==> src/rtl/psu_pkg.sv <==
// Shared types, codes and helpers of the PNG scanline unfilter.
// No dependencies; used by the interfaces, front end, queue, back end, top level and bench.
`default_nettype none

package psu_pkg;

   localparam int DATA_W      = 8;
   localparam int CSR_PIXEL_W = 4;
   localparam int CSR_LINE_W  = 14;
   localparam int CSR_DATA_W  = 14;
   localparam int CSR_INDEX_W = 2;

   localparam logic [CSR_INDEX_W-1:0] CSR_BYTES_PER_PIXEL = 2'd0;
   localparam logic [CSR_INDEX_W-1:0] CSR_BYTES_PER_LINE  = 2'd1;

   // Window slot; wide enough for the largest pixel size of eight bytes
   localparam int SLOT_W = 3;

   localparam logic [DATA_W-1:0] FILTER_MAX_CODE = 8'd4;

   localparam int QUEUE_DEPTH = 2;

   typedef enum logic [2:0] {
      FILTER_NONE    = 3'd0,
      FILTER_SUB     = 3'd1,
      FILTER_UP      = 3'd2,
      FILTER_AVERAGE = 3'd3,
      FILTER_PAETH   = 3'd4,
      FILTER_BAD     = 3'd5
   } filter_code_type;

   typedef struct packed {
      logic [DATA_W-1:0] data_byte;
      filter_code_type   filter;
      logic [SLOT_W-1:0] slot;
      logic              first_row;
      logic              line_start;
      logic              line_end;
   } op_type;

   function automatic logic [DATA_W-1:0] paeth_predict(
      input logic [DATA_W-1:0] a,
      input logic [DATA_W-1:0] b,
      input logic [DATA_W-1:0] c
   );
      logic signed [DATA_W+1:0] sa;
      logic signed [DATA_W+1:0] sb;
      logic signed [DATA_W+1:0] sc;
      logic signed [DATA_W+1:0] da;
      logic signed [DATA_W+1:0] db;
      logic signed [DATA_W+1:0] dc;
      logic signed [DATA_W+1:0] pa;
      logic signed [DATA_W+1:0] pb;
      logic signed [DATA_W+1:0] pc;
      logic [DATA_W-1:0]        pick;
      sa = $signed({2'b00, a});
      sb = $signed({2'b00, b});
      sc = $signed({2'b00, c});
      // p - a = b - c, p - b = a - c, p - c = a + b - 2c
      da = sb - sc;
      db = sa - sc;
      dc = sa + sb - sc - sc;
      pa = (da < 0) ? -da : da;
      pb = (db < 0) ? -db : db;
      pc = (dc < 0) ? -dc : dc;
      if (pa <= pb && pa <= pc) begin
         pick = a;
      end else if (pb <= pc) begin
         pick = b;
      end else begin
         pick = c;
      end
      return pick;
   endfunction

endpackage

`default_nettype wire

==> src/rtl/psu_req_if.sv <==
// Input channel of the PNG scanline unfilter: one stream byte per word.
// Depends on psu_pkg.
`default_nettype none

interface psu_req_if;
   logic                      valid;
   logic                      ready;
   logic [psu_pkg::DATA_W-1:0] data_byte;
   logic                      new_image;

   modport source(output valid, output data_byte, output new_image, input ready);
   modport sink(input valid, input data_byte, input new_image, output ready);
endinterface

`default_nettype wire

==> src/rtl/psu_front.sv <==
// Front end: configuration registers, filter type capture, line position and
// window slot tracking; emits one op per sample byte. Depends on psu_pkg, psu_req_if.
`default_nettype none

module psu_front #(
   parameter int MAX_LINE_BYTES  = 8192,
   parameter int MAX_PIXEL_BYTES = 8,
   localparam int POS_W = (MAX_LINE_BYTES > 1) ? $clog2(MAX_LINE_BYTES) : 1
) (
   input  wire logic                              clock,
   input  wire logic                              reset,
   input  wire logic                              csr_write_enable,
   input  wire logic [psu_pkg::CSR_INDEX_W-1:0]   csr_index,
   input  wire logic [psu_pkg::CSR_DATA_W-1:0]    csr_write_data,
   psu_req_if.sink                                req_if,
   input  wire logic                              q_ready,
   output logic                                   q_push,
   output psu_pkg::op_type                        q_op,
   output logic [POS_W-1:0]                       q_pos
);

   localparam int LEN_W     = $clog2(MAX_LINE_BYTES + 1);
   localparam int CMP_W     = (LEN_W > psu_pkg::CSR_LINE_W) ? LEN_W : psu_pkg::CSR_LINE_W;
   localparam int PIX_IDX_W = (MAX_PIXEL_BYTES > 1) ? $clog2(MAX_PIXEL_BYTES) : 1;
   localparam logic [PIX_IDX_W-1:0] PIX_LAST = PIX_IDX_W'(MAX_PIXEL_BYTES - 1);
   localparam logic [CMP_W-1:0]     LEN_MAX  = CMP_W'(MAX_LINE_BYTES);

   logic [psu_pkg::CSR_PIXEL_W-1:0] bpp_ff, bpp_in;
   logic [psu_pkg::CSR_LINE_W-1:0]  len_ff, len_in;
   logic                            awaiting_ff, awaiting_in;
   logic                            first_row_ff, first_row_in;
   psu_pkg::filter_code_type        filter_ff, filter_in;
   logic [POS_W-1:0]                pos_ff, pos_in;
   logic [psu_pkg::SLOT_W-1:0]      slot_cnt_ff [MAX_PIXEL_BYTES];
   logic [psu_pkg::SLOT_W-1:0]      slot_cnt_in [MAX_PIXEL_BYTES];

   logic                            accept;
   logic                            awaiting_now;
   logic                            first_row_now;
   logic [psu_pkg::CSR_PIXEL_W-1:0] bpp_m1;
   logic [PIX_IDX_W-1:0]            pix_idx;
   logic [CMP_W-1:0]                len_ext;
   logic [CMP_W-1:0]                len_eff;
   logic [CMP_W-1:0]                pos_inc;
   logic                            line_done;

   assign req_if.ready = q_ready;

   always_comb begin
      bpp_in = bpp_ff;
      len_in = len_ff;
      if (csr_write_enable) begin
         case (csr_index)
            psu_pkg::CSR_BYTES_PER_PIXEL: bpp_in = csr_write_data[psu_pkg::CSR_PIXEL_W-1:0];
            psu_pkg::CSR_BYTES_PER_LINE:  len_in = csr_write_data[psu_pkg::CSR_LINE_W-1:0];
            default: begin
            end
         endcase
      end
   end

   always_comb begin
      accept        = req_if.valid && q_ready;
      awaiting_now  = awaiting_ff || req_if.new_image;
      first_row_now = first_row_ff || req_if.new_image;

      // zero acts as one, oversize saturates
      bpp_m1 = bpp_ff - 1'b1;
      if (bpp_ff == '0) begin
         pix_idx = '0;
      end else if (bpp_ff > MAX_PIXEL_BYTES) begin
         pix_idx = PIX_LAST;
      end else begin
         pix_idx = bpp_m1[PIX_IDX_W-1:0];
      end

      len_ext = CMP_W'(len_ff);
      if (len_ext == '0) begin
         len_eff = CMP_W'(1);
      end else if (len_ext > LEN_MAX) begin
         len_eff = LEN_MAX;
      end else begin
         len_eff = len_ext;
      end
      pos_inc   = CMP_W'(pos_ff) + 1'b1;
      line_done = (pos_inc >= len_eff);

      q_push           = accept && !awaiting_now;
      q_pos            = pos_ff;
      q_op.data_byte   = req_if.data_byte;
      q_op.filter      = filter_ff;
      q_op.slot        = slot_cnt_ff[pix_idx];
      q_op.first_row   = first_row_now;
      q_op.line_start  = (pos_ff == '0);
      q_op.line_end    = line_done;

      awaiting_in  = awaiting_ff;
      first_row_in = first_row_ff;
      filter_in    = filter_ff;
      pos_in       = pos_ff;
      for (int k = 0; k < MAX_PIXEL_BYTES; k++) begin
         slot_cnt_in[k] = slot_cnt_ff[k];
      end

      if (accept) begin
         first_row_in = first_row_now;
         if (awaiting_now) begin
            // filter type byte: start a fresh line
            filter_in   = (req_if.data_byte > psu_pkg::FILTER_MAX_CODE)
                          ? psu_pkg::FILTER_BAD
                          : psu_pkg::filter_code_type'(req_if.data_byte[2:0]);
            pos_in      = '0;
            awaiting_in = 1'b0;
            for (int k = 0; k < MAX_PIXEL_BYTES; k++) begin
               slot_cnt_in[k] = '0;
            end
         end else begin
            for (int k = 0; k < MAX_PIXEL_BYTES; k++) begin
               slot_cnt_in[k] = (slot_cnt_ff[k] == psu_pkg::SLOT_W'(k))
                                ? '0 : slot_cnt_ff[k] + 1'b1;
            end
            if (line_done) begin
               pos_in       = '0;
               awaiting_in  = 1'b1;
               first_row_in = 1'b0;
            end else begin
               pos_in = pos_inc[POS_W-1:0];
            end
         end
      end
   end

   always_ff @(posedge clock) begin
      if (reset) begin
         bpp_ff       <= psu_pkg::CSR_PIXEL_W'(1);
         len_ff       <= psu_pkg::CSR_LINE_W'(1);
         awaiting_ff  <= 1'b1;
         first_row_ff <= 1'b1;
         filter_ff    <= psu_pkg::FILTER_NONE;
         pos_ff       <= '0;
         for (int k = 0; k < MAX_PIXEL_BYTES; k++) begin
            slot_cnt_ff[k] <= '0;
         end
      end else begin
         bpp_ff       <= bpp_in;
         len_ff       <= len_in;
         awaiting_ff  <= awaiting_in;
         first_row_ff <= first_row_in;
         filter_ff    <= filter_in;
         pos_ff       <= pos_in;
         for (int k = 0; k < MAX_PIXEL_BYTES; k++) begin
            slot_cnt_ff[k] <= slot_cnt_in[k];
         end
      end
   end

endmodule

`default_nettype wire

==> src/flat_wrapper.sv <==
// flat-port wrapper written by rule: the top's interface ports become plain ports
module psu_front_flat 
#(
   parameter int MAX_LINE_BYTES  = 8192,
   parameter int MAX_PIXEL_BYTES = 8,
   localparam int POS_W = (MAX_LINE_BYTES > 1) ? $clog2(MAX_LINE_BYTES) : 1
)
  (clock, reset, csr_write_enable, csr_index, csr_write_data, q_ready, q_push, q_op, q_pos, req_if_valid, req_if_data_byte, req_if_new_image, req_if_ready);
  psu_req_if req_if_i ();
  input  wire logic clock;
  input  wire logic reset;
  input  wire logic csr_write_enable;
  input  wire logic [psu_pkg::CSR_INDEX_W-1:0] csr_index;
  input  wire logic [psu_pkg::CSR_DATA_W-1:0] csr_write_data;
  input  wire logic q_ready;
  output logic q_push;
  output psu_pkg::op_type q_op;
  output logic [POS_W-1:0] q_pos;
  input wire logic [$bits(req_if_i.valid)-1:0] req_if_valid;
  input wire logic [$bits(req_if_i.data_byte)-1:0] req_if_data_byte;
  input wire logic [$bits(req_if_i.new_image)-1:0] req_if_new_image;
  output wire logic [$bits(req_if_i.ready)-1:0] req_if_ready;
  assign req_if_i.valid = req_if_valid;
  assign req_if_i.data_byte = req_if_data_byte;
  assign req_if_i.new_image = req_if_new_image;
  assign req_if_ready = req_if_i.ready;
  psu_front #(.MAX_LINE_BYTES(MAX_LINE_BYTES), .MAX_PIXEL_BYTES(MAX_PIXEL_BYTES)) u_core (.clock(clock), .reset(reset), .csr_write_enable(csr_write_enable), .csr_index(csr_index), .csr_write_data(csr_write_data), .req_if(req_if_i), .q_ready(q_ready), .q_push(q_push), .q_op(q_op), .q_pos(q_pos));
endmodule
==> config.mk <==
export PLATFORM = sky130hd
export DESIGN_NAME = psu_front_flat
export DESIGN_NICKNAME = d
export VERILOG_FILES = /design/src/rtl/psu_pkg.sv /design/src/rtl/psu_req_if.sv /design/src/rtl/psu_front.sv /design/src/flat_wrapper.sv
export SDC_FILE = /design/constraint.sdc
export NUM_CORES = 1
export LEC_CHECK = 0
export BUFFER_PORTS_ARGS = -buffer_cell sky130_fd_sc_hd__buf_2
export CORE_ASPECT_RATIO = 2
export CORE_UTILIZATION = 40
export CTS_CLUSTER_SIZE = 10
export DETAILED_ROUTE_END_ITERATION = 12
export MAX_ROUTING_LAYER = met4
export PLACE_DENSITY = 0.57
export SETUP_SLACK_MARGIN = 0.4
export SLEW_MARGIN = 20
export SYNTH_ARGS = -nofsm -noshare
export SYNTH_HDL_FRONTEND = slang
export SYNTH_SLANG_ARGS = --single-unit
export TNS_END_PERCENT = 5
==> constraint.sdc <==
create_clock -name clock -period 4 [get_ports clock]
set_input_delay 0.8 -clock clock [delete_from_list [all_inputs] [get_ports clock]]
set_output_delay 0.8 -clock clock [all_outputs]
set_load 0.01 [all_outputs]
; ---- Word-level counts from Yosys, hierarchy flattened
; Memory sizes are Yosys's and may differ from the RTL's.
; Index checks and enable logic that the tools add are counted.
; W data, S select, Z words.
[totals]
mem_count = 1
out_inout_bits = 32
wordCells = 84
inputBits = 30
register_bits = 36
mem_bits_rw = 24
[op_classes]
n_eq_ne = 8
bitwise_logic = 8
magnitude_cmp = 4
n_addsub = 10
n_reduce_logical = 15
n_mux = 32
[memory_table]
columns = name, depth, width, read_ports, rd_ports_with_merged_regs, wr, line_no
row1 = u_core.slot_cnt_ff, 8, 3, 9, 0, 8, psu_front.sv:34  ; logic [psu_pkg::SLOT_W-1:0] slot_cnt_ff [MAX_PIXEL_BYTES];
[ops]
columns = cell, count
row1 = $mux W3, 19
row2 = $mux W24, 2
row3 = $mux W14, 2
row4 = $mux W13, 2
row5 = $add A3 B1 Y3 const B, 8
row6 = $add A13 B1 Y14 const B, 1
row7 = $ge A14 B14 Y1, 1
row8 = $gt A14 B14 Y1 const B, 1
row9 = $logic_not A14 Y1, 1
row10 = $logic_not A13 Y1, 1
row11 = $eq A3 B3 Y1 const B, 4
row12 = $gt A8 B3 Y1 const B, 1
row13 = $or A1 B1 Y1, 8
row14 = $reduce_and A2 Y1, 4
row15 = $mux W1, 7
row16 = $eq A3 B2 Y1 const B, 2
row17 = $gt A4 B4 Y1 const B, 1
row18 = $logic_not A4 Y1, 1
row19 = $eq A3 B1 Y1 const B, 1
row20 = $logic_not A3 Y1, 1
row21 = $sub A3 B1 Y3 const B, 1
row22 = $eq A2 B1 Y1 const B, 1
row23 = $logic_and A1 B1 Y1, 2
row24 = $logic_not A2 Y1, 1
row25 = other kinds (3), 4

; ---- Logic depth before layout (Yosys ltp)
[depth]
word_depth = 6
ltp_mapped = 12
depth_no_buf = 11

; ---- Least setup slack after synthesis
; OpenSTA, ideal clock, no wires.
[synth_path]
path_type = register -> output
from = reg u_core.pos_ff[0], in the netlist u_core.q_pos[0]
to = out q_op[0] in the netlist's numbering
stages_incl_launch_ff = 13
arrival_time_ps = 2535
t_required_ps = 3200
setup_slack_ps = 665
path_buffers = 2
path_cell_list = dfxtp_1 > ha_1 > nand3_1 > nor2_1 > and3_1 > xor2_1 > ha_1 > nand4_1 > nor2_4 > o311ai_4 > buf_2 > nand2_1 > buf_4
[synth_between]
elab_chain_cells = 2
[synth_lines]
columns = item, line_no
row1 = "start, declared", psu_front.sv:33  ; logic [POS_W-1:0] pos_ff, pos_in;
row2 = "start signal, assigned", psu_front.sv:150  ; pos_ff <= pos_in;
row3 = $add A13 B1 Y14, psu_front.sv:85  ; pos_inc = CMP_W'(pos_ff) + 1'b1;
row4 = $ge A14 B14 Y1, psu_front.sv:86  ; line_done = (pos_inc >= len_eff);
row5 = "end, declared", flat_wrapper.sv:17  ; output psu_pkg::op_type q_op;
; Every way passes these cells.

==> flow_summary.html <==
<table>
<tr><th>Metric</th><th>Value</th></tr>
<tr><th colspan="2">STA</th></tr>
<tr><td>Final count of negative-setup-slack endpoints</td><td>0</td></tr>
<tr><td>Aggregate negative setup slack</td><td>0 ns</td></tr>
<tr><td>Maximum clock skew at final layout</td><td>0.00913 ns</td></tr>
<tr><td>Max transition margin</td><td>39.0%</td></tr>
<tr><td>Period utilisation layout</td><td>approximately 88%</td></tr>
<tr><td>Setup repair after global routing missed its margin</td><td>false</td></tr>
<tr><td>Slew at the pin closest to its max-slew limit</td><td>a little over 0.9 ns</td></tr>
<tr><td>Final-report hold violation count</td><td>0</td></tr>
<tr><td>Max Clock Freq</td><td>0.285 GHz</td></tr>
<tr><td>Pins over their slew limit</td><td>0</td></tr>
<tr><td>Worst-case setup margin in the final layout</td><td>0.495 ns</td></tr>
<tr><td>Period minus WS final</td><td>~3.5 ns</td></tr>
<tr><th colspan="2">Global routing</th></tr>
<tr><td>Number of antenna violations at the first check in global routing</td><td>0</td></tr>
<tr><td>Global routing's busiest layer</td><td>met2</td></tr>
<tr><td>Via count of the first global-routing pass</td><td>about 3.2k</td></tr>
<tr><td>Wire length of the first global-routing pass</td><td>15200 µm</td></tr>
<tr><td>Maximum number of pins on one net before global-route repair</td><td>51</td></tr>
<tr><td>Met3 layer usage reported by global route</td><td>~4.5%</td></tr>
<tr><td>Overall Global Routing Usage</td><td>between 20% and 30%</td></tr>
<tr><td>Met2 GRT Util</td><td>41.2%</td></tr>
<tr><td>GRT overflow</td><td>0</td></tr>
<tr><td>Met1 global-route usage</td><td>21.6%</td></tr>
<tr><th colspan="2">Floorplanning</th></tr>
<tr><td>Chip Width</td><td>68.6 µm</td></tr>
<tr><td>IO Pins</td><td>62</td></tr>
<tr><td>Height of the chip</td><td>135 µm</td></tr>
<tr><td>Initial core utilization</td><td>41.1%</td></tr>
<tr><td>Std cell rows</td><td>48</td></tr>
<tr><td>Die area</td><td>0.00928 mm²</td></tr>
<tr><td>Core Box Area</td><td>0.00865 mm²</td></tr>
<tr><th colspan="2">Route</th></tr>
<tr><td>First drt pass iteration count</td><td>4</td></tr>
<tr><td>Overall via count from detail_route</td><td>3269</td></tr>
<tr><td>Violation count after the first detailed-route iteration</td><td>186</td></tr>
<tr><td>Count of unresolved DRC violations after routing</td><td>0</td></tr>
<tr><td>WL per Instance</td><td>16.5 µm</td></tr>
<tr><td>Final wirelength</td><td>9670 µm</td></tr>
<tr><td>Detail-routed via count per cell</td><td>between 5 and 6</td></tr>
<tr><td>Count of antenna-violating nets left after detailed routing</td><td>0</td></tr>
<tr><th colspan="2">Worst setup path</th></tr>
<tr><td>Delay of the slowest cell on the worst path</td><td>slightly below 0.4 ns</td></tr>
<tr><td>Start-to-end type of the worst setup path</td><td>flop to output port</td></tr>
<tr><td>Critical Path Slowest Stage Cell</td><td>sky130_fd_sc_hd__dfxtp_4</td></tr>
<tr><td>Cell repeated most along the worst path</td><td>sky130_fd_sc_hd__a21oi_2</td></tr>
<tr><td>Largest fanout of any net on the critical path</td><td>8</td></tr>
<tr><td>Critical path data arrival time</td><td>2.71 ns</td></tr>
<tr><td>Crit end category</td><td>output port</td></tr>
<tr><td>Crit-path cells</td><td>and3_4 &gt; nand4_1 &gt; and2_4 &gt; or2_2 &gt; ha_1 &gt; a21oi_2 &gt; o221ai_2 &gt; a21oi_2 &gt; nand2_1 &gt; buf_2</td></tr>
<tr><td>Startpoint Class</td><td>flop</td></tr>
<tr><td>Data required, critical path</td><td>about 3.2 ns</td></tr>
<tr><th colspan="2">Worst hold path</th></tr>
<tr><td>Class of the tightest hold or removal check</td><td>flop to flop</td></tr>
<tr><th colspan="2">Cells and area</th></tr>
<tr><td>Layout cell share with drive strength beyond 1</td><td>26.1%</td></tr>
<tr><td>Commonest non-fill, non-tap cells in the layout</td><td>sky130_fd_sc_hd__nand2_1, sky130_fd_sc_hd__buf_2, sky130_fd_sc_hd__dfxtp_1, sky130_fd_sc_hd__a21oi_1, sky130_fd_sc_hd__nor2_1</td></tr>
<tr><td>Number of nets in the layout</td><td>between 500 and 600</td></tr>
<tr><td>Number of filler cells placed in the layout</td><td>890</td></tr>
<tr><td>Layout area overhead</td><td>20.7%</td></tr>
<tr><td>Number of antenna repair diodes</td><td>0</td></tr>
<tr><td>Final core area utilization</td><td>around half</td></tr>
<tr><td>Leading cell type in the layout, fill and taps excluded</td><td>sky130_fd_sc_hd__nand2_1</td></tr>
<tr><th colspan="2">Pwr</th></tr>
<tr><td>Power dissipated by switching net loads</td><td>0.000409 W</td></tr>
<tr><td>Power Density</td><td>380 mW/mm²</td></tr>
<tr><td>Share of total power in combinational logic</td><td>10.6%</td></tr>
<tr><td>Power Internal</td><td>~0.0012 W</td></tr>
<tr><td>Lkg Pwr</td><td>1.76 nW</td></tr>
<tr><td>Share of total power in sequential cells</td><td>37.9%</td></tr>
<tr><td>Net switching fraction of the power</td><td>25.1%</td></tr>
<tr><td>Maximum VDD drop</td><td>0.000329 V</td></tr>
<tr><td>Clock share of power</td><td>51.5%</td></tr>
<tr><th colspan="2">Yosys</th></tr>
<tr><td>Count of warnings emitted by yosys</td><td>0</td></tr>
<tr><td>Post-synthesis average cell area</td><td>8.28 µm²</td></tr>
<tr><td>Synthesized cell area</td><td>0.00355 mm²</td></tr>
<tr><td>Gate count after technology mapping</td><td>429</td></tr>
<tr><td>Post-synth top area share</td><td>33.8%</td></tr>
<tr><td>Mapped Nets</td><td>483</td></tr>
<tr><td>Leading cell types by total area after synthesis</td><td>sky130_fd_sc_hd__dfxtp_1, sky130_fd_sc_hd__ha_1, sky130_fd_sc_hd__a21oi_1</td></tr>
<tr><td>Mux share of post-synthesis cell area</td><td>2.96%</td></tr>
<tr><td>Post-synthesis compound-gate area fraction</td><td>21.2%</td></tr>
<tr><td>Ys flop type</td><td>sky130_fd_sc_hd__dfxtp_1</td></tr>
<tr><td>Number of enable flip-flop cells after synthesis</td><td>0</td></tr>
<tr><td>Cell type with the largest total area after synthesis</td><td>sky130_fd_sc_hd__dfxtp_1</td></tr>
<tr><td>Count of unique library cells instantiated by Yosys</td><td>61</td></tr>
<tr><td>Flop and latch count out of synthesis</td><td>60</td></tr>
<tr><td>Proportion of synthesized flip-flops having asynchronous set or reset</td><td>0%</td></tr>
<tr><td>Synthesized-area fraction occupied by adder cells</td><td>8.45%</td></tr>
<tr><td>Simple-gate portion of the synthesized area</td><td>24.9%</td></tr>
<tr><td>Xor/xnor share of the synthesized area</td><td>around 2.2%</td></tr>
<tr><td>Portion of the post-synthesis area used by sequential elements</td><td>around 34%</td></tr>
<tr><td>Largest family of logic cells by synthesized area</td><td>simple AND/OR/NAND/NOR gates</td></tr>
<tr><th colspan="2">Clocking</th></tr>
<tr><td>CTS Buf Count</td><td>9</td></tr>
<tr><td># H-tree levels</td><td>3</td></tr>
<tr><td>Hold buffer count at CTS</td><td>0</td></tr>
<tr><td>Root buffer cell</td><td>sky130_fd_sc_hd__clkbuf_16</td></tr>
<tr><td>Clock Sink Count</td><td>60</td></tr>
<tr><td>TritonCTS clock tree</td><td>yes</td></tr>
<tr><td>Clock-pin slew reported for the worst setup and hold paths after clock tree synthesis</td><td>0.06 ns</td></tr>
<tr><td>Later-pin clock latency in the skew report</td><td>around 0.34 ns</td></tr>
<tr><td>CTS max path bufs</td><td>2</td></tr>
<tr><th colspan="2">Place</th></tr>
<tr><td>Routability-driven placement congestion ratio</td><td>about 0.92</td></tr>
<tr><td>Number of buffers added on ports</td><td>61</td></tr>
<tr><td>Detailed placer's ending HPWL</td><td>6990 µm</td></tr>
<tr><td>Pre-CTS setup slack</td><td>roughly 0.44 ns</td></tr>
<tr><th colspan="2">Run</th></tr>
<tr><td>Number of violations of the max-capacitance limit</td><td>0</td></tr>
<tr><th colspan="2">Run status</th></tr>
<tr><td>Status</td><td>completed</td></tr>
</table>
## what timing repair did
action	4_1_cts	5_1_grt
pin swaps	4	9
endpoints found under the setup margin	1	1
buffers inserted	3	5
resized for setup	15	10
## through the flow
stage	instances	cell area [µm²]	power, W	hold WS [ns]
floorplan	429	3550	0.000746	0.449
global placement	562	3830	0.000788	0.466
detailed placement	562	3830	0.000790	0.467
CTS	581	4220	0.00164	0.477
global route	586	4290	0.00168	0.495
finish	586	4290	0.00163	0.475
## cell usage after synthesis (2+ instances only)
| master | number |
|---|---|
| sky130_fd_sc_hd__mux4_1 | 2 |
| sky130_fd_sc_hd__inv_1 | 15 |
| sky130_fd_sc_hd__o21ai_1 | 2 |
| sky130_fd_sc_hd__o221ai_1 | 3 |
| sky130_fd_sc_hd__or2_2 | 4 |
| sky130_fd_sc_hd__nor3b_1 | 2 |
| sky130_fd_sc_hd__nand3b_1 | 4 |
| sky130_fd_sc_hd__a211oi_4 | 2 |
| sky130_fd_sc_hd__xnor2_1 | 4 |
| sky130_fd_sc_hd__nand3_1 | 15 |
| sky130_fd_sc_hd__nand4b_1 | 4 |
| sky130_fd_sc_hd__o21a_1 | 3 |
| sky130_fd_sc_hd__o211ai_1 | 3 |
| sky130_fd_sc_hd__a21o_1 | 2 |
| sky130_fd_sc_hd__nor2b_1 | 3 |
| sky130_fd_sc_hd__dfxtp_1 | 60 |
| sky130_fd_sc_hd__a32o_1 | 4 |
| sky130_fd_sc_hd__a211oi_1 | 2 |
| sky130_fd_sc_hd__clkbuf_1 | 14 |
| sky130_fd_sc_hd__mux2i_1 | 3 |
| sky130_fd_sc_hd__and3_1 | 6 |
| sky130_fd_sc_hd__nor4_1 | 4 |
| sky130_fd_sc_hd__a22oi_1 | 6 |
| sky130_fd_sc_hd__nor2_1 | 41 |
| sky130_fd_sc_hd__nor3_1 | 8 |
| sky130_fd_sc_hd__ha_1 | 24 |
| sky130_fd_sc_hd__xor2_1 | 5 |
| sky130_fd_sc_hd__a21oi_1 | 47 |
| sky130_fd_sc_hd__nand4_1 | 7 |
| sky130_fd_sc_hd__nand2_1 | 62 |
| sky130_fd_sc_hd__buf_2 | 2 |
| sky130_fd_sc_hd__a32oi_1 | 6 |
| sky130_fd_sc_hd__nand2b_1 | 2 |
| sky130_fd_sc_hd__and2_1 | 6 |
| sky130_fd_sc_hd__o21ai_0 | 13 |
| sky130_fd_sc_hd__a31oi_1 | 3 |
| sky130_fd_sc_hd__nor2_4 | 2 |
| sky130_fd_sc_hd__buf_4 | 11 |
## registers in the layout, indices dropped and copies added (netlist names)
name,flops
u_core.q_pos,13
u_core.slot_cnt_ff,24
u_core.filter_ff,3
u_core.first_row_ff,1
u_core.awaiting_ff,1
u_core.bpp_ff,4
u_core.len_ext,14
## path summary, 6_finish.rpt
check | start | end | slack (ns) | cells past startpoint
max reg2reg | u_core.q_pos[4] | u_core.q_pos[5] | 1.11 | 11
min | u_core.len_ext[1] | u_core.len_ext[1] | 0.48 | 2
min reg2reg | u_core.len_ext[1] | u_core.len_ext[1] | 0.48 | 2
max | u_core.q_pos[4] | q_op[0] | 0.49 | 10
## power by group through the flow
| stage | Sequential (W) | Combinational (W) | Clock [W] |
|---|---|---|---|
| 5_1_grt | 0.000618 | 0.000188 | 0.000879 |
| 6_report | 0.000616 | 0.000173 | 0.000839 |
| 2_1_floorplan | 0.000629 | 0.000117 | 0 |
| 4_1_cts | 0.000618 | 0.000166 | 0.000855 |
| 3_5_place_dp | 0.000631 | 0.000159 | 0 |
| 3_3_place_gp | 0.000630 | 0.000158 | 0 |
## worst max-delay path, delay by kind of cell, from the launching register on
family / cells / cell delay [ns]
simple gates: 5 / 1.01
compound gates: 3 / 0.51
flops: 1 / 0.39
fa+ha+maj: 1 / 0.32
buf+inv: 1 / 0.14
## metal layers
layer,part of all wire [%],wire length (µm)
met2,58,5610
met4,3.5,340
met5,0,0
met3,2.7,258
met1,36,3460
## cell type report
cell class                      count  area, µm²  share of cell area [%]
Sequential cell                    60       1220                    28.4
Tap cell                          100        125                    2.92
Clock buffer                       10        229                    5.34
Timing Repair Buffer               70        373                    8.70
Multi-Input combinational cell    323       2190                    51.0
Inverter                           17       66.3                    1.55
Clock inverter                      6       88.8                    2.07
## cells by family (layout without fill, tap and decap cells)
| group | after synthesis | after routing |
|---|---|---|
| and+or+nand+nor | 177 | 177 |
| AOI/OAI and AO/OA | 107 | 107 |
| DFF | 60 | 60 |
| buffers and inverters | 46 | 103 |
| adders and majority gates | 24 | 24 |
| xor gates and xnor gates | 9 | 9 |
| muxes | 6 | 6 |
No activity file was read; power rests on OpenSTA's default activity.
