`src/rtl/psu_pkg.sv`:
```
// Shared types, codes and helpers of the PNG scanline unfilter.
// No dependencies; used by the interfaces, front end, queue, back end, top level and bench.
`default_nettype none

package psu_pkg;

   localparam int DATA_W      = 8;
   localparam int CSR_PIXEL_W = 4;
   localparam int CSR_LINE_W  = 14;
   localparam int CSR_DATA_W  = 14;
   localparam int CSR_INDEX_W = 2;

   localparam logic [CSR_INDEX_W-1:0] CSR_BYTES_PER_PIXEL = 2'd0;
   localparam logic [CSR_INDEX_W-1:0] CSR_BYTES_PER_LINE  = 2'd1;

   // Window slot; wide enough for the largest pixel size of eight bytes
   localparam int SLOT_W = 3;

   localparam logic [DATA_W-1:0] FILTER_MAX_CODE = 8'd4;

   localparam int QUEUE_DEPTH = 2;

   typedef enum logic [2:0] {
      FILTER_NONE    = 3'd0,
      FILTER_SUB     = 3'd1,
      FILTER_UP      = 3'd2,
      FILTER_AVERAGE = 3'd3,
      FILTER_PAETH   = 3'd4,
      FILTER_BAD     = 3'd5
   } filter_code_type;

   typedef struct packed {
      logic [DATA_W-1:0] data_byte;
      filter_code_type   filter;
      logic [SLOT_W-1:0] slot;
      logic              first_row;
      logic              line_start;
      logic              line_end;
   } op_type;

   function automatic logic [DATA_W-1:0] paeth_predict(
      input logic [DATA_W-1:0] a,
      input logic [DATA_W-1:0] b,
      input logic [DATA_W-1:0] c
   );
      logic signed [DATA_W+1:0] sa;
      logic signed [DATA_W+1:0] sb;
      logic signed [DATA_W+1:0] sc;
      logic signed [DATA_W+1:0] da;
      logic signed [DATA_W+1:0] db;
      logic signed [DATA_W+1:0] dc;
      logic signed [DATA_W+1:0] pa;
      logic signed [DATA_W+1:0] pb;
      logic signed [DATA_W+1:0] pc;
      logic [DATA_W-1:0]        pick;
      sa = $signed({2'b00, a});
      sb = $signed({2'b00, b});
      sc = $signed({2'b00, c});
      // p - a = b - c, p - b = a - c, p - c = a + b - 2c
      da = sb - sc;
      db = sa - sc;
      dc = sa + sb - sc - sc;
      pa = (da < 0) ? -da : da;
      pb = (db < 0) ? -db : db;
      pc = (dc < 0) ? -dc : dc;
      if (pa <= pb && pa <= pc) begin
         pick = a;
      end else if (pb <= pc) begin
         pick = b;
      end else begin
         pick = c;
      end
      return pick;
   endfunction

endpackage

`default_nettype wire

```
`src/rtl/psu_queue.sv`:
```
// Short op queue between the front end and the reconstruction back end.
// Depends on psu_pkg.
`default_nettype none

module psu_queue #(
   parameter int WIDTH = 32
) (
   input  wire logic             clock,
   input  wire logic             reset,
   input  wire logic             push,
   input  wire logic [WIDTH-1:0] push_data,
   output logic                  ready,
   input  wire logic             pop,
   output logic                  head_valid,
   output logic [WIDTH-1:0]      head_data
);

   localparam int DEPTH = psu_pkg::QUEUE_DEPTH;
   localparam int PTR_W = (DEPTH > 1) ? $clog2(DEPTH) : 1;
   localparam int CNT_W = $clog2(DEPTH + 1);
   localparam logic [PTR_W-1:0] PTR_LAST = PTR_W'(DEPTH - 1);
   localparam logic [CNT_W-1:0] CNT_FULL = CNT_W'(DEPTH);

   logic [WIDTH-1:0] entry_ff [DEPTH];
   logic [PTR_W-1:0] wr_ptr_ff, wr_ptr_in;
   logic [PTR_W-1:0] rd_ptr_ff, rd_ptr_in;
   logic [CNT_W-1:0] count_ff, count_in;
   logic             do_push;
   logic             do_pop;

   always_comb begin
      ready      = (count_ff != CNT_FULL);
      head_valid = (count_ff != '0);
      head_data  = entry_ff[rd_ptr_ff];
      do_push    = push && ready;
      do_pop     = pop && head_valid;

      wr_ptr_in = wr_ptr_ff;
      rd_ptr_in = rd_ptr_ff;
      count_in  = count_ff;
      if (do_push) begin
         wr_ptr_in = (wr_ptr_ff == PTR_LAST) ? '0 : wr_ptr_ff + 1'b1;
      end
      if (do_pop) begin
         rd_ptr_in = (rd_ptr_ff == PTR_LAST) ? '0 : rd_ptr_ff + 1'b1;
      end
      if (do_push && !do_pop) begin
         count_in = count_ff + 1'b1;
      end else if (do_pop && !do_push) begin
         count_in = count_ff - 1'b1;
      end
   end

   always_ff @(posedge clock) begin
      if (reset) begin
         wr_ptr_ff <= '0;
         rd_ptr_ff <= '0;
         count_ff  <= '0;
      end else begin
         wr_ptr_ff <= wr_ptr_in;
         rd_ptr_ff <= rd_ptr_in;
         count_ff  <= count_in;
      end
   end

   always_ff @(posedge clock) begin
      if (do_push) begin
         entry_ff[wr_ptr_ff] <= push_data;
      end
   end

endmodule

`default_nettype wire

```
`config.mk`:
```
export PLATFORM = sky130hd
export DESIGN_NAME = psu_queue
export DESIGN_NICKNAME = d
export VERILOG_FILES = /design/src/rtl/psu_pkg.sv /design/src/rtl/psu_queue.sv
export SDC_FILE = /design/constraint.sdc
export NUM_CORES = 1
export LEC_CHECK = 0
export BUFFER_PORTS_ARGS = -buffer_cell sky130_fd_sc_hd__buf_2
export CORE_ASPECT_RATIO = 1.5
export CORE_UTILIZATION = 51
export DETAILED_ROUTE_END_ITERATION = 16
export PLACE_DENSITY = 0.88
export SETUP_SLACK_MARGIN = 0.3
export SLEW_MARGIN = 25
export SYNTH_ARGS = -nofsm -noshare
export SYNTH_HDL_FRONTEND = slang
export SYNTH_SLANG_ARGS = --single-unit
```
`constraint.sdc`:
```
create_clock -name clock -period 4.8 [get_ports clock]
set_input_delay 0.48 -clock clock [delete_from_list [all_inputs] [get_ports clock]]
set_output_delay 0.48 -clock clock [all_outputs]
set_load 0.005 [all_outputs]
```
# Word level (Yosys, flattened, before mapping)
# Memories as Yosys holds them, arrays and structs flattened. A register that Yosys moved wholly into a read port is not among the register bits.
# Index checks and enable logic that the tools add are counted.
totals:
  out_inout_bits: 34
  regBits: 4
  memories: 1
  mem_bits_rw: 64
  wordCells: 25
classes:
  mux: 8
  n_addsub: 4
  reduce_logical: 8
  n_eq_ne: 1
mem_list:
  columns: ["memory", "depth", "width", "rd", "rd_clocked_by_memory_dff", "write_ports", "line_no", "text"]
  rows:
  - ["entry_ff", 2, 32, 1, 1, 1, "psu_queue.sv:24", "logic [WIDTH-1:0] entry_ff [DEPTH];"]
ops:
  columns: ["operator", "n"]
  rows:
  - ["1-bit two-way mux", 6]
  - ["1-bit logical AND", 4]
  - ["2-bit two-way mux", 2]
  - ["2-bit nonzero test", 2]
  - ["1-bit adder, second input constant", 2]
  - ["2-bit by 1-bit adder with 2-bit output, second input constant", 1]
  - ["1-bit zero test", 2]
  - ["2-bit inequality test, second input constant", 1]
  - ["2-bit by 1-bit subtractor with 2-bit output, second input constant", 1]

# Depth between registers and ports, before layout
# Gate-level depths: netlist (run 1).
depth:
  depth_word: 6
  depth_mapped: 6
  ltp_nobuf: 6

# Worst setup path after synthesis (run 1)
# Ideal clock, no wire load.
synth_path:
  path_type: "reg2reg"
  start: "register count_ff[0]"
  end: "memory entry_ff[1][0], enable pin"
  required_time_ns: 4.408
  slack_ns: 2.981
  synth_period_minus_slack_ns: 1.819
  path_stages_with_launch: 3
  arrival_time_ns: 1.427
  path_buffers: 0
  cell_sequence: "dfxtp_1 > nand2b_1 > and3_1"
synth_via:
  elab_chain_len: 4
synth_lines:
  columns: ["element", "line_no", "text"]
  rows:
  - ["start, declared", "psu_queue.sv:27", "logic [CNT_W-1:0] count_ff, count_in;"]
  - ["start signal, assigned", "psu_queue.sv:62", "count_ff <= count_in;"]
  - ["2-bit inequality test", "psu_queue.sv:32", "ready = (count_ff != CNT_FULL);"]
  - ["net ready", "psu_queue.sv:12", "output logic ready,"]
  - ["1-bit logical AND", "psu_queue.sv:35", "do_push = push && ready;"]
  - ["1-bit two-way mux", "psu_queue.sv:67", "if (do_push) begin"]
  - ["1-bit two-way mux (implied by the code)", "psu_queue.sv:68", "entry_ff[wr_ptr_ff] <= push_data;"]
  - ["end, declared", "psu_queue.sv:24", null]
# The timed path passes the listed nets, and every way through them passes these cells.

==> results.md, run 1 <==
- Status: completed
- Hold WC Path Type: in2reg
- Clock power share: between 20 and 30%
- Clk_skew: around 0.0037 ns
- Post-cts hold buffer count: 0
- Die Y: 88.18 um
- Io pins: 70
- TritonCTS Buffers: 9
- Global-route wire length before repair: 6.058 mm
- Global placement routability congestion: roughly 0.77
- Simple-gate area share of the yosys netlist: slightly below 2%
- Maximum clock frequency: around 440 MHz
- CP cell instances: buf_4, mux2_2, buf_2
- RSZ-0062 raised after global routing: no
- Post-Syn Area: between 2000 and 3000 um2
- Post-Synth XOR/XNOR Area: 1.041%
- M2 GR Usage: about 29%
- Synth cell count leaders: edfxtp_1 (64), mux2_2 (30), dfxtp_1 (5)
- Crit path kind: reg2out
- Yosys warnings: 0
- H-tree levels: 3
- Critical Path End Type: output port
- Comb power frac: 21.6%
- Cts repair resizes: 0
- Largest stage delay on the critical path: about 0.58 ns
- Inst Count DP: around 260
- Vias/cell: between 4 and 5
- Top-count cell post-synth: edfxtp_1
- Layout net count: 240
- Synth cell types: 19
- Ys flop type: edfxtp_1
- Latest clock arrival within the worst-skew pair: approximately 0.33 ns
- Reg area: approximately 2000 um2
- Finished Layout Cells: about 270
- Net Sw Frac: between 20% and 30%
- Pwr dens: 513.4 nW/um2
- CTS clk-pin slew, worst paths: around 0.06 ns
- Compound-gate portion of the synthesized area: 1.189%
- Pin count of the biggest net entering global routing: 33
- Switch Pwr: roughly 0.00039 W
- Vias in the first global route: roughly 1400
- Footprint of the multi-input gates: about 480 um2
- Port Buffers: 69
- Layout fillers: between 300 and 400
- Die ar.: 5242 um2
- Cell count after synthesis: 124
- Reg power frac: 48.6%
- Leakage: roughly 1.2 nW
- Largest family of logic cells by synthesized area: multiplexers
- DRT iter0 DRCs: between 40 and 50
- Total GRT Usage: around 17%
- Sequential area share after synthesis: approximately 80%
- Diodes inserted: 0
- Main area contributors after synthesis: edfxtp_1 (76%), mux2_2 (13%), dfxtp_1 (4.0%)
- Int Pwr: around 0.0012 W
- Most Crowded Layer GR: met2
- Startpoint type of the worst setup path: flip-flop
- Fin crit share: approximately 47%
- Starting Density: 52.50%
- Fin. max-slew vios: 0
- Mapped Nets: between 150 and 200
- EDFF count, synth: 64
- Post-Synth Adder-Cell Area: 0.4955%
- Endpoints failing hold: 0
- Congestion Overflow GR: 0
- Tmin final: approximately 2.3 ns
- Initial DRT Pass Iterations: 6
- Final wirelength: roughly 4.1 mm
- Worst EP arrival: 1.80 ns
- Met3 Use GR: under 10%
- Mean post-synth cell area: 20.36 um2
- Worst path required time: between 4 and 5 ns
- Drt drc: 0
- Slew @ Worst Pin: between 0.4 and 0.5 ns
- Post-CTS setup buffer count: 0
- VDD IR-drop max: roughly 0.35 mV
- # rows: 31
- Worst hold path cell count: 1
- M1 GR Usage: between 10% and 20%
- CTS Sinks: 69
- #FFs+latches synth: 69
- Asr flop ratio synth: 0%
- Post-synthesis mux area share: 14.27%
- CTS tree: yes
- Max clock buf depth: 2
- Peak fanout along the critical path: 23
- Post-DR wirelength/cell: around 15 um
- Share of the synthesized area in the top cell type: roughly 76%
- Initial antenna violation count: 0
- P&R area growth vs syn: 25.22%
- Setup TNS: 0 ns
- CTS root buf: clkbuf_8
- Remaining antenna violation count: 0
- Top cell type by total area after synthesis: edfxtp_1
- Maxcap violations: 0
- Die W: around 60 um
- Relative slew slack: a little under three quarters
- Core area: slightly below 5000 um2
- Slowest cell on the critical path: dfxtp_1
- Final setup viols: 0
- DP HPWL: 2.683 mm
- Vias: 1349
- Layout cell share with drive strength beyond 1: between 50% and 60%
- Worst r2r path cells: 5
-- metrics by stage --
| stage | cell area [um2] | hold slack [ns] | util [%] | setup WS (ns) | total power [W] |
|---|---|---|---|---|---|
| global placement | 2955 | 0.4874 | 61.45 | 2.870 | 0.001146 |
| CTS | 3162 | 0.3219 | 65.74 | 2.482 | 0.001643 |
| finish | 3162 | 0.3411 | 65.74 | 2.523 | 0.001623 |
| detailed placement | 2955 | 0.5017 | 61.45 | 2.840 | 0.001156 |
| global route | 3162 | 0.3204 | 65.74 | 2.398 | 0.001707 |
| floorplan | 2525 | 0.4705 | - | 2.981 | 0.001013 |
-- state kept, by name, indices dropped and copies added, names as in the netlist, named ones only --
signal / count
entry_ff: 64
count_ff: 2
rd_ptr_ff: 1
wr_ptr_ff: 1
-- layout make-up --
type / count / share of cell area, %
Multi-Input combinational cell: 50 / 15.16
Clock inverter: 5 / 2.374
Clock buffer: 11 / 4.155
Timing Repair Buffer: 72 / 11.63
Tap cell: 66 / 2.612
Inverter: 1 / 0.1187
Sequential cell: 69 / 63.95
-- metal layers --
metal  wire length, um  up-vias
li1                  -      636
met1              1432      654
met2              2296       51
met3               230        8
met4               110        0
met5                 0        -
-- logic make-up after synthesis --
family / Yosys count
AO/OA/AOI/OAI: 5
XOR/XNOR: 3
adder cells (fa/ha/maj): 1
buffers and inverters: 5
flip-flops: 69
multiplexers: 32
AND/OR/NAND/NOR: 9
-- cells in the final DEF (no fill, tap or decap), drive strengths merged, types with 2 or more instances in the layout --
cell type   n
bufinv      2
o21ai       2
a21oi       2
xor2        3
nor2        3
dfxtp       5
buf        72
edfxtp     64
clkinv      3
mux2       32
clkbuf     11
-- worst max-delay path, delay by kind of cell (launching register included) --
| kind | cells | cell delay, ns |
|---|---|---|
| buffers and inverters | 2 | 0.51 |
| flip-flops | 1 | 0.58 |
| multiplexers | 1 | 0.38 |
-- power groups by stage --
stage	registers [W]	logic, W	clock network, W
floorplan	0.000784	0.000229	0
global placement	0.000797	0.000349	0
detailed placement	0.000802	0.000354	0
CTS	0.000790	0.000356	0.000497
global route	0.000797	0.000389	0.000520
finish	0.000788	0.000350	0.000485
-- worst paths after layout --
kind	from	endpoint	slack (ns)
max	flip-flop	head_data[23]	2.52
min	push_data[30]	entry_ff[1][30]	0.34
max reg2reg	count_ff[0]	count_ff[1]	3.20
min reg2reg	rd_ptr_ff	rd_ptr_ff	0.51
No activity file was read; power rests on OpenSTA's default activity.
==> inputs of run 2 (changes only) <==
- CORE_UTILIZATION: 51 -> 46
- PLACE_DENSITY: 0.88 -> 0.84
- clock period: 4.8 -> 1.95 ns (I/O delays scaled with it)
==> run 2 against run 1 <==
Die area rose by 11%. Clock power grew 85%. Register-to-register slack worse by 2.8 ns. Sequential power grew 140%. Non-clock buffer count rose by 1.
==> results.md, run 2 (synthesis gave the netlist of run 1 again) <==
- Switch Pwr: 0.0009758 W (+150%)
- Int Pwr: 0.002861 W (+130%)
- Layout fillers: 417 (+13%)
- Slowest cell on the critical path: dfxtp_2
- TritonCTS Buffers: 9 (unchanged)
- DRT iter0 DRCs: 36 (-12%)
- Relative slew slack: 81.94% (+11 points)
- Core area: 5205 um2 (+8.2%)
- Top Layer Used: met4
- Pwr dens: 1204 nW/um2 (+130%)
- Fin crit share: roughly four fifths
- Global-route wire length before repair: 6.486 mm (+7.1%)
- Vias in the first global route: 1392 (+1.6%)
- Number of flip-flops in the largest register: 64 (unchanged)
- Worst path required time: 1.75 ns (-2.57 ns)
- Inst Count DP: 260 (+0.78%)
- Total GRT Usage: 15.43% (-1.6 points)
- Tmin final: about 1.6 ns
- Layout cell share with drive strength beyond 1: 57.42% (+0.69 points)
- Total power: 0.003837 W (+140%)
- VDD IR-drop max: 0.9596 mV (+170%)
- Startpoint type of the worst setup path: flip-flop
- Commonest non-fill, non-tap cell in the layout: buf_2
- Setup TNS: 0 ns (unchanged)
- Post-CTS setup buffer count: 0 (unchanged)
- Reg with most FFs: entry_ff
- Post-DR wirelength/cell: 15.23 um (+2.6%)
- Maxcap violations: 0 (unchanged)
- Crit path kind: reg2out
- Hold WC Path Type: in2reg
- Global placement routability congestion: 0.6370 (-17%)
- Vias: 1349 (unchanged)
- Biggest registers after layout: entry_ff (64), count_ff (2)
- RSZ-0062 raised after global routing: no
- Status: completed
- Diodes inserted: 0 (unchanged)
- Latest clock arrival within the worst-skew pair: 0.32 ns (about the same)
- Critical Path End Type: output port
- Final Util: 61.23% (-4.5 points)
- CTS clk-pin slew, worst paths: 0.06 ns (about the same)
- Most frequent cells in the layout: buf_2 (69), edfxtp_1 (64), mux2_2 (30), clkbuf_8 (9), clkbuf_1 (4)
- Max clock buf depth: 2 (unchanged)
- Die Y: 92.74 um (+5.2%)
- WL met2: 2.298 mm (about the same)
- Vias/cell: 4.870 (-1.1%)
- Post-cts hold buffer count: 0 (unchanged)
- CP cell instances: clkbuf_16, mux2_2, buf_2
- Initial DRT Pass Iterations: 4 (-2)
- Initial antenna violation count: 0 (unchanged)
- Die W: 62.49 um (+5.1%)
- H-tree levels: 3 (unchanged)
- Largest stage delay on the critical path: 0.38 ns (-0.20 ns)
- Remaining antenna violation count: 0 (unchanged)
- Footprint of the multi-input gates: 488.0 um2 (+1.8%)
- Net Sw Frac: 25.43% (+1.4 points)
- Clk_skew: 0.004120 ns (+0.0003845 ns)
- Final setup viols: 0 (unchanged)
- Slew @ Worst Pin: 0.2680 ns (-0.1612 ns)
- Worst hold path cell count: 1 (unchanged)
- Minimum hold slack: 0.06029 ns (-0.2808 ns)
- Port Buffers: 69 (unchanged)
- Io pins: 70 (unchanged)
- Reg power frac: 50.4% (+1.8 points)
- Reg area: 2024 um2 (+0.12%)
- Worst r2r path cells: 6 (+1)
- Final wirelength: 4.219 mm (+3.7%)
- Endpoints failing hold: 0 (unchanged)
- Layout net count: 241 (+0.42%)
- M1 WL: 1.616 mm (+13%)
- DP HPWL: 2.731 mm (+1.8%)
- # rows: 32 (+3.2%)
- CTS root buf: clkbuf_8
- CTS tree: yes
- DR WL met3: 199 um (-13%)
- Peak fanout along the critical path: 16 (-30%)
- Worst EP arrival: 1.36 ns (-0.44 ns)
- Finished Layout Cells: 277 (+1.1%)
- Clock power share: 23.4% (-6.5 points)
- Maximum clock frequency: approximately 640 MHz
- Die ar.: 5795 um2 (+11%)
- Fin. max-slew vios: 0 (unchanged)
- Drt drc: 0 (unchanged)
- Starting Density: 48.51% (-4.0 points)
- Comb power frac: 26.2% (+4.6 points)
- Leakage: 1.198 nW (-1.0%)
- Congestion Overflow GR: 0 (unchanged)
- CTS Sinks: 69 (unchanged)
- Pin count of the biggest net entering global routing: 33 (unchanged)
- P&R area growth vs syn: 26.21%
==> run 2: changes by cell type in the layout (fill, tap and decap cells not counted), sizes merged <==
cell      delta
clkinvlp     +1
bufinv       -2
inv          -1
clkbuf       +3
==> run 2: metal layers <==
metal | vias to the layer above | track usage [%]
met3 | 9 | 4.310
met4 | 0 | 10.47
met5 | - | 0
met1 | 659 | 15.71
met2 | 39 | 27.08
li1 | 642 | -
==> run 2: metrics by stage <==
step / area, um2 / setup WS (ns)
CTS: 3147 / 0.3029
detailed placement: 2988 / 0.3263
global route: 3187 / 0.3029
global placement: 2988 / 0.3988
floorplan: 2530 / 0.4102
finish: 3187 / 0.3957
==> run 2: final cells by class <==
cell class                      count  share of cell area [%]
Clock buffer                       13                   4.358
Timing Repair Buffer               73                   13.51
Multi-Input combinational cell     50                   15.31
Clock inverter                      3                  0.3926
Tap cell                           68                   2.670
Inverter                            1                  0.2356
Sequential cell                    69                   63.53
==> run 2: final timing paths <==
kind	from	to	slack [ns]
worst max register to register	count_ff[1]	count_ff[1]	0.40
worst max-delay path	flip-flop	head_data[4]	0.40
worst min-delay path	push_data[27]	entry_ff[1][27]	0.06
worst min register to register	rd_ptr_ff	flip-flop	0.53
==> run 2: worst max-delay path, delay by kind of cell, from the launching register on <==
family,cells,cell delay (ns)
multiplexers,1,0.34
buffers and inverters,2,0.33
flip-flops,1,0.38
==> run 2: what timing repair did <==
action / in CTS / in global routing
cloned: 0 / 1
endpoints found under the setup margin: 32 / 33
pin swaps: 0 / 0
resized for setup: 2 / 5
==> run 2: power groups by stage <==
stage / Sequential, W / Combinational, W / Clock, W
6_report: 0.00193 / 0.00100 / 0.000898
5_1_grt: 0.00196 / 0.00110 / 0.000982
4_1_cts: 0.00192 / 0.000968 / 0.000926
3_5_place_dp: 0.00195 / 0.000952 / 0
3_3_place_gp: 0.00193 / 0.000931 / 0
2_1_floorplan: 0.00193 / 0.000569 / 0
==> inputs of run 3 (changes only) <==
- ABC_AREA: unset -> 1
- CORE_UTILIZATION: 46 -> 51
- PLACE_DENSITY: 0.84 -> 0.87
- clock period: 1.95 -> 1.5 ns (I/O delays scaled with it)
==> run 3 against run 2 <==
Via count rose by 8.2%. Combinational power rose by 98%. Critical path depth did not move. Sequential share of layout area fell by 8.2 points. Non-clock buffer count rose by 9. Critical path type unchanged. Critical endpoint is now head_data[5]. Highest routed layer unchanged.
==> results.md, run 3 <==
- Status: completed
- Io pins: 70 (unchanged)
- Top Family by Delay on Critical Path: flip-flops
- Reg power frac: 44.6% (-5.8 points)
- Final Util: 71.56% (+10 points)
- Minimum hold slack: 0.01658 ns (-0.04371 ns)
- Latest clock arrival within the worst-skew pair: 0.32 ns (about the same)
- CTS tree: yes
- # rows: 32 (unchanged)
- Mean post-synth cell area: 19.75 um2 (-3.0%)
- Largest stage delay on the critical path: 0.41 ns (+0.03 ns)
- Crit path kind: reg2out
- Peak fanout along the critical path: 13 (-3)
- Clock power share: 21.1% (-2.3 points)
- Worst path required time: 1.35 ns (-0.40 ns)
- DP HPWL: 3.146 mm (+15%)
- Clk_skew: 0.01211 ns (+0.007986 ns)
- Startpoint type of the worst setup path: flip-flop
- Commonest non-fill, non-tap cell in the layout: edfxtp_1
- Pwr dens: 1572 nW/um2 (+31%)
- TritonCTS Buffers: 9 (unchanged)
- Mapped Nets: 174 (+8.1%)
- Vias: 1459 (+8.2%)
- Starting Density: 52.78% (+4.3 points)
- Comb power frac: 34.3% (+8.1 points)
- Worst Path Buf+Inv: 2 (unchanged)
- Tmin final: about 1.5 ns
- Number of flip-flops in the largest register: 64 (unchanged)
- Fin. max-slew vios: 0 (unchanged)
- DRT iter0 DRCs: 31 (-14%)
- Initial antenna violation count: 0 (unchanged)
- Final wirelength: 4.807 mm (+14%)
- Diodes inserted: 0 (unchanged)
- Fin crit share: between 90% and 100%
- #FFs+latches synth: 69 (unchanged)
- Layout cell share with drive strength beyond 1: 60.17% (+2.8 points)
- Critical Path End Type: output port
- Worst EP arrival: 1.34 ns (-0.02 ns)
- Post-Syn Area: 2705 um2 (+7.1%)
- Yosys warnings: 0 (unchanged)
- Top cell type by total area after synthesis: edfxtp_1
- CTS Sinks: 69 (unchanged)
- Setup ws final: 0.006657 ns (-0.3890 ns)
- Core area: 5125 um2 (-1.5%)
- Die Y: 91.20 um (-1.7%)
- P&R area growth vs syn: 35.57%
- Global placement routability congestion: 0.7061 (+11%)
- Congestion Overflow GR: 0 (unchanged)
- Biggest registers after layout: entry_ff (64), count_ff (2)
- Relative slew slack: 89.27% (+7.3 points)
- CP cell instances: buf_12, mux2_4, buf_6
- Endpoints failing hold: 0 (unchanged)
- Slowest cell on the critical path: dfxtp_4
- Vias in the first global route: 1511 (+8.5%)
- Asr flop ratio synth: 0% (unchanged)
- Synth cell types: 14 (-5)
- Ys flop type: edfxtp_1
- Slew @ Worst Pin: 0.1608 ns (-0.1073 ns)
- Die ar.: 5605 um2 (-3.3%)
- EDFF count, synth: 64 (unchanged)
- Max clock buf depth: 2 (unchanged)
- Worst slack, placed: 0.2142 ns (-0.1121 ns)
- Post-DR wirelength/cell: 16.08 um (+5.6%)
- Cell count after synthesis: 137 (+10%)
- Synth cell count leaders: edfxtp_1 (64), mux2_4 (30), nand2_1 (9), inv_1 (8), nor2_1 (7)
- Maxcap violations: 0 (unchanged)
- VDD IR-drop max: 1.201 mV (+25%)
- Switch Pwr: 0.001543 W (+58%)
- Vias/cell: 4.880 (+0.20%)
- Layout net count: 263 (+9.1%)
- Remaining antenna violation count: 0 (unchanged)
- Sequential area share after synthesis: 74.75% (-5.3 points)
- Pin count of the biggest net entering global routing: 23 (-30%)
- Net Sw Frac: 26.76% (+1.3 points)
- Leakage: 1.466 nW (+22%)
- Maximum clock frequency: 669.6 MHz
- Top-count cell post-synth: edfxtp_1
- Final setup viols: 0 (unchanged)
- CTS root buf: clkbuf_8
- Die W: 61.47 um (-1.6%)
- Int Pwr: 0.004222 W (+48%)
- Most frequent cells in the layout: edfxtp_1 (64), buf_2 (41), mux2_4 (32), buf_6 (30), clkbuf_8 (9)
- Reg with most FFs: entry_ff
- RSZ-0062 raised after global routing: yes
- Hold WC Path Type: in2reg
- H-tree levels: 3 (unchanged)
- CTS clk-pin slew, worst paths: 0.07 ns (about the same)
- Global-route wire length before repair: 7.058 mm (+8.8%)
- Port Buffers: 69 (unchanged)
- Initial DRT Pass Iterations: 4 (unchanged)
- Total GRT Usage: 18.48% (+3.0 points)
- Drt drc: 0 (unchanged)
- Main area contributors after synthesis: edfxtp_1 (71%), mux2_4 (17%), dfxtp_1 (3.7%)
- Share of the synthesized area in the top cell type: 71.05% (-5.1 points)
-- run 3: changes by cell type after synthesis, moves of 4 or more --
cell     delta
inv_1       +7
mux2_2     -28
mux2_4     +30
nand2_1     +9
nor2_1      +4
-- run 3: layout make-up --
| cell class | count | area [um2] |
|---|---|---|
| clock inverter | 4 | 25.02 |
| inverter | 8 | 37.54 |
| timing repair buffer | 82 | 700.7 |
| multi-input combinational | 56 | 653.1 |
| tap | 68 | 85.08 |
| clock buffer | 12 | 135.1 |
| fill | 358 | 1458 |
| sequential | 69 | 2031 |
-- run 3: cell families after synthesis --
kind of cell / after synthesis / share of synthesized area, %
flip-flops: 69 / 74.75
multiplexers: 32 / 17.48
AND/OR/NAND/NOR: 19 / 2.822
buffers and inverters: 12 / 3.747
AO/OA/AOI/OAI: 4 / 0.7401
adder cells (fa/ha/maj): 1 / 0.4625
-- run 3: timing repair --
item,in CTS,in global routing
endpoints found under the setup margin,46,79
cloned,1,0
resized for setup,42,6
buffers inserted,4,0
hold endpoints to repair,4,0
hold buffers,2,0
pin swaps,8,4
-- run 3: per-stage QoR --
stage               TNS [ns]  area, um2  total power, W  cells
global placement           0       3199        0.004004    276
detailed placement         0       3199        0.004063    276
global route         -0.4642       3667        0.006018    299
CTS                  -0.1668       3643        0.005740    299
finish                     0       3667        0.005765    299
floorplan                  0       2744        0.003563    137
-- run 3: routing by layer --
metal / track usage [%] / vias up / routed length (um)
met1: 17.23 / 710 / 1618
met3: 4.416 / 12 / 195
met5: 0 / - / 0
met2: 33.33 / 43 / 2849
met4: 11.85 / 0 / 143
li1: - / 694 / -
-- run 3: power by group through the flow --
| stage | clock network (W) | registers, W | logic (W) |
|---|---|---|---|
| final | 0.00122 | 0.00257 | 0.00198 |
| after global routing | 0.00133 | 0.00259 | 0.00210 |
| after CTS | 0.00125 | 0.00256 | 0.00193 |
| after detailed placement | 0 | 0.00260 | 0.00146 |
| after global placement | 0 | 0.00257 | 0.00143 |
| after floorplan | 0 | 0.00254 | 0.00102 |
-- run 3: worst register-to-register path, delay by kind of cell (launching register included) --
| family | cells | cell delay [ns] |
|---|---|---|
| AND/OR/NAND/NOR | 5 | 0.37 |
| flip-flops | 1 | 0.36 |
| adder cells (fa/ha/maj) | 1 | 0.26 |
| buffers and inverters | 3 | 0.14 |
-- run 3: final timing paths --
check	from	endpoint	slack [ns]	cells after the start
setup / recovery	flip-flop	head_data[5]	0.007	3
hold / removal	push_data[13]	entry_ff[0][13]	0.02	1
setup reg to reg	count_ff[1]	count_ff[1]	0.30	9
hold reg to reg	rd_ptr_ff	rd_ptr_ff	0.51	2
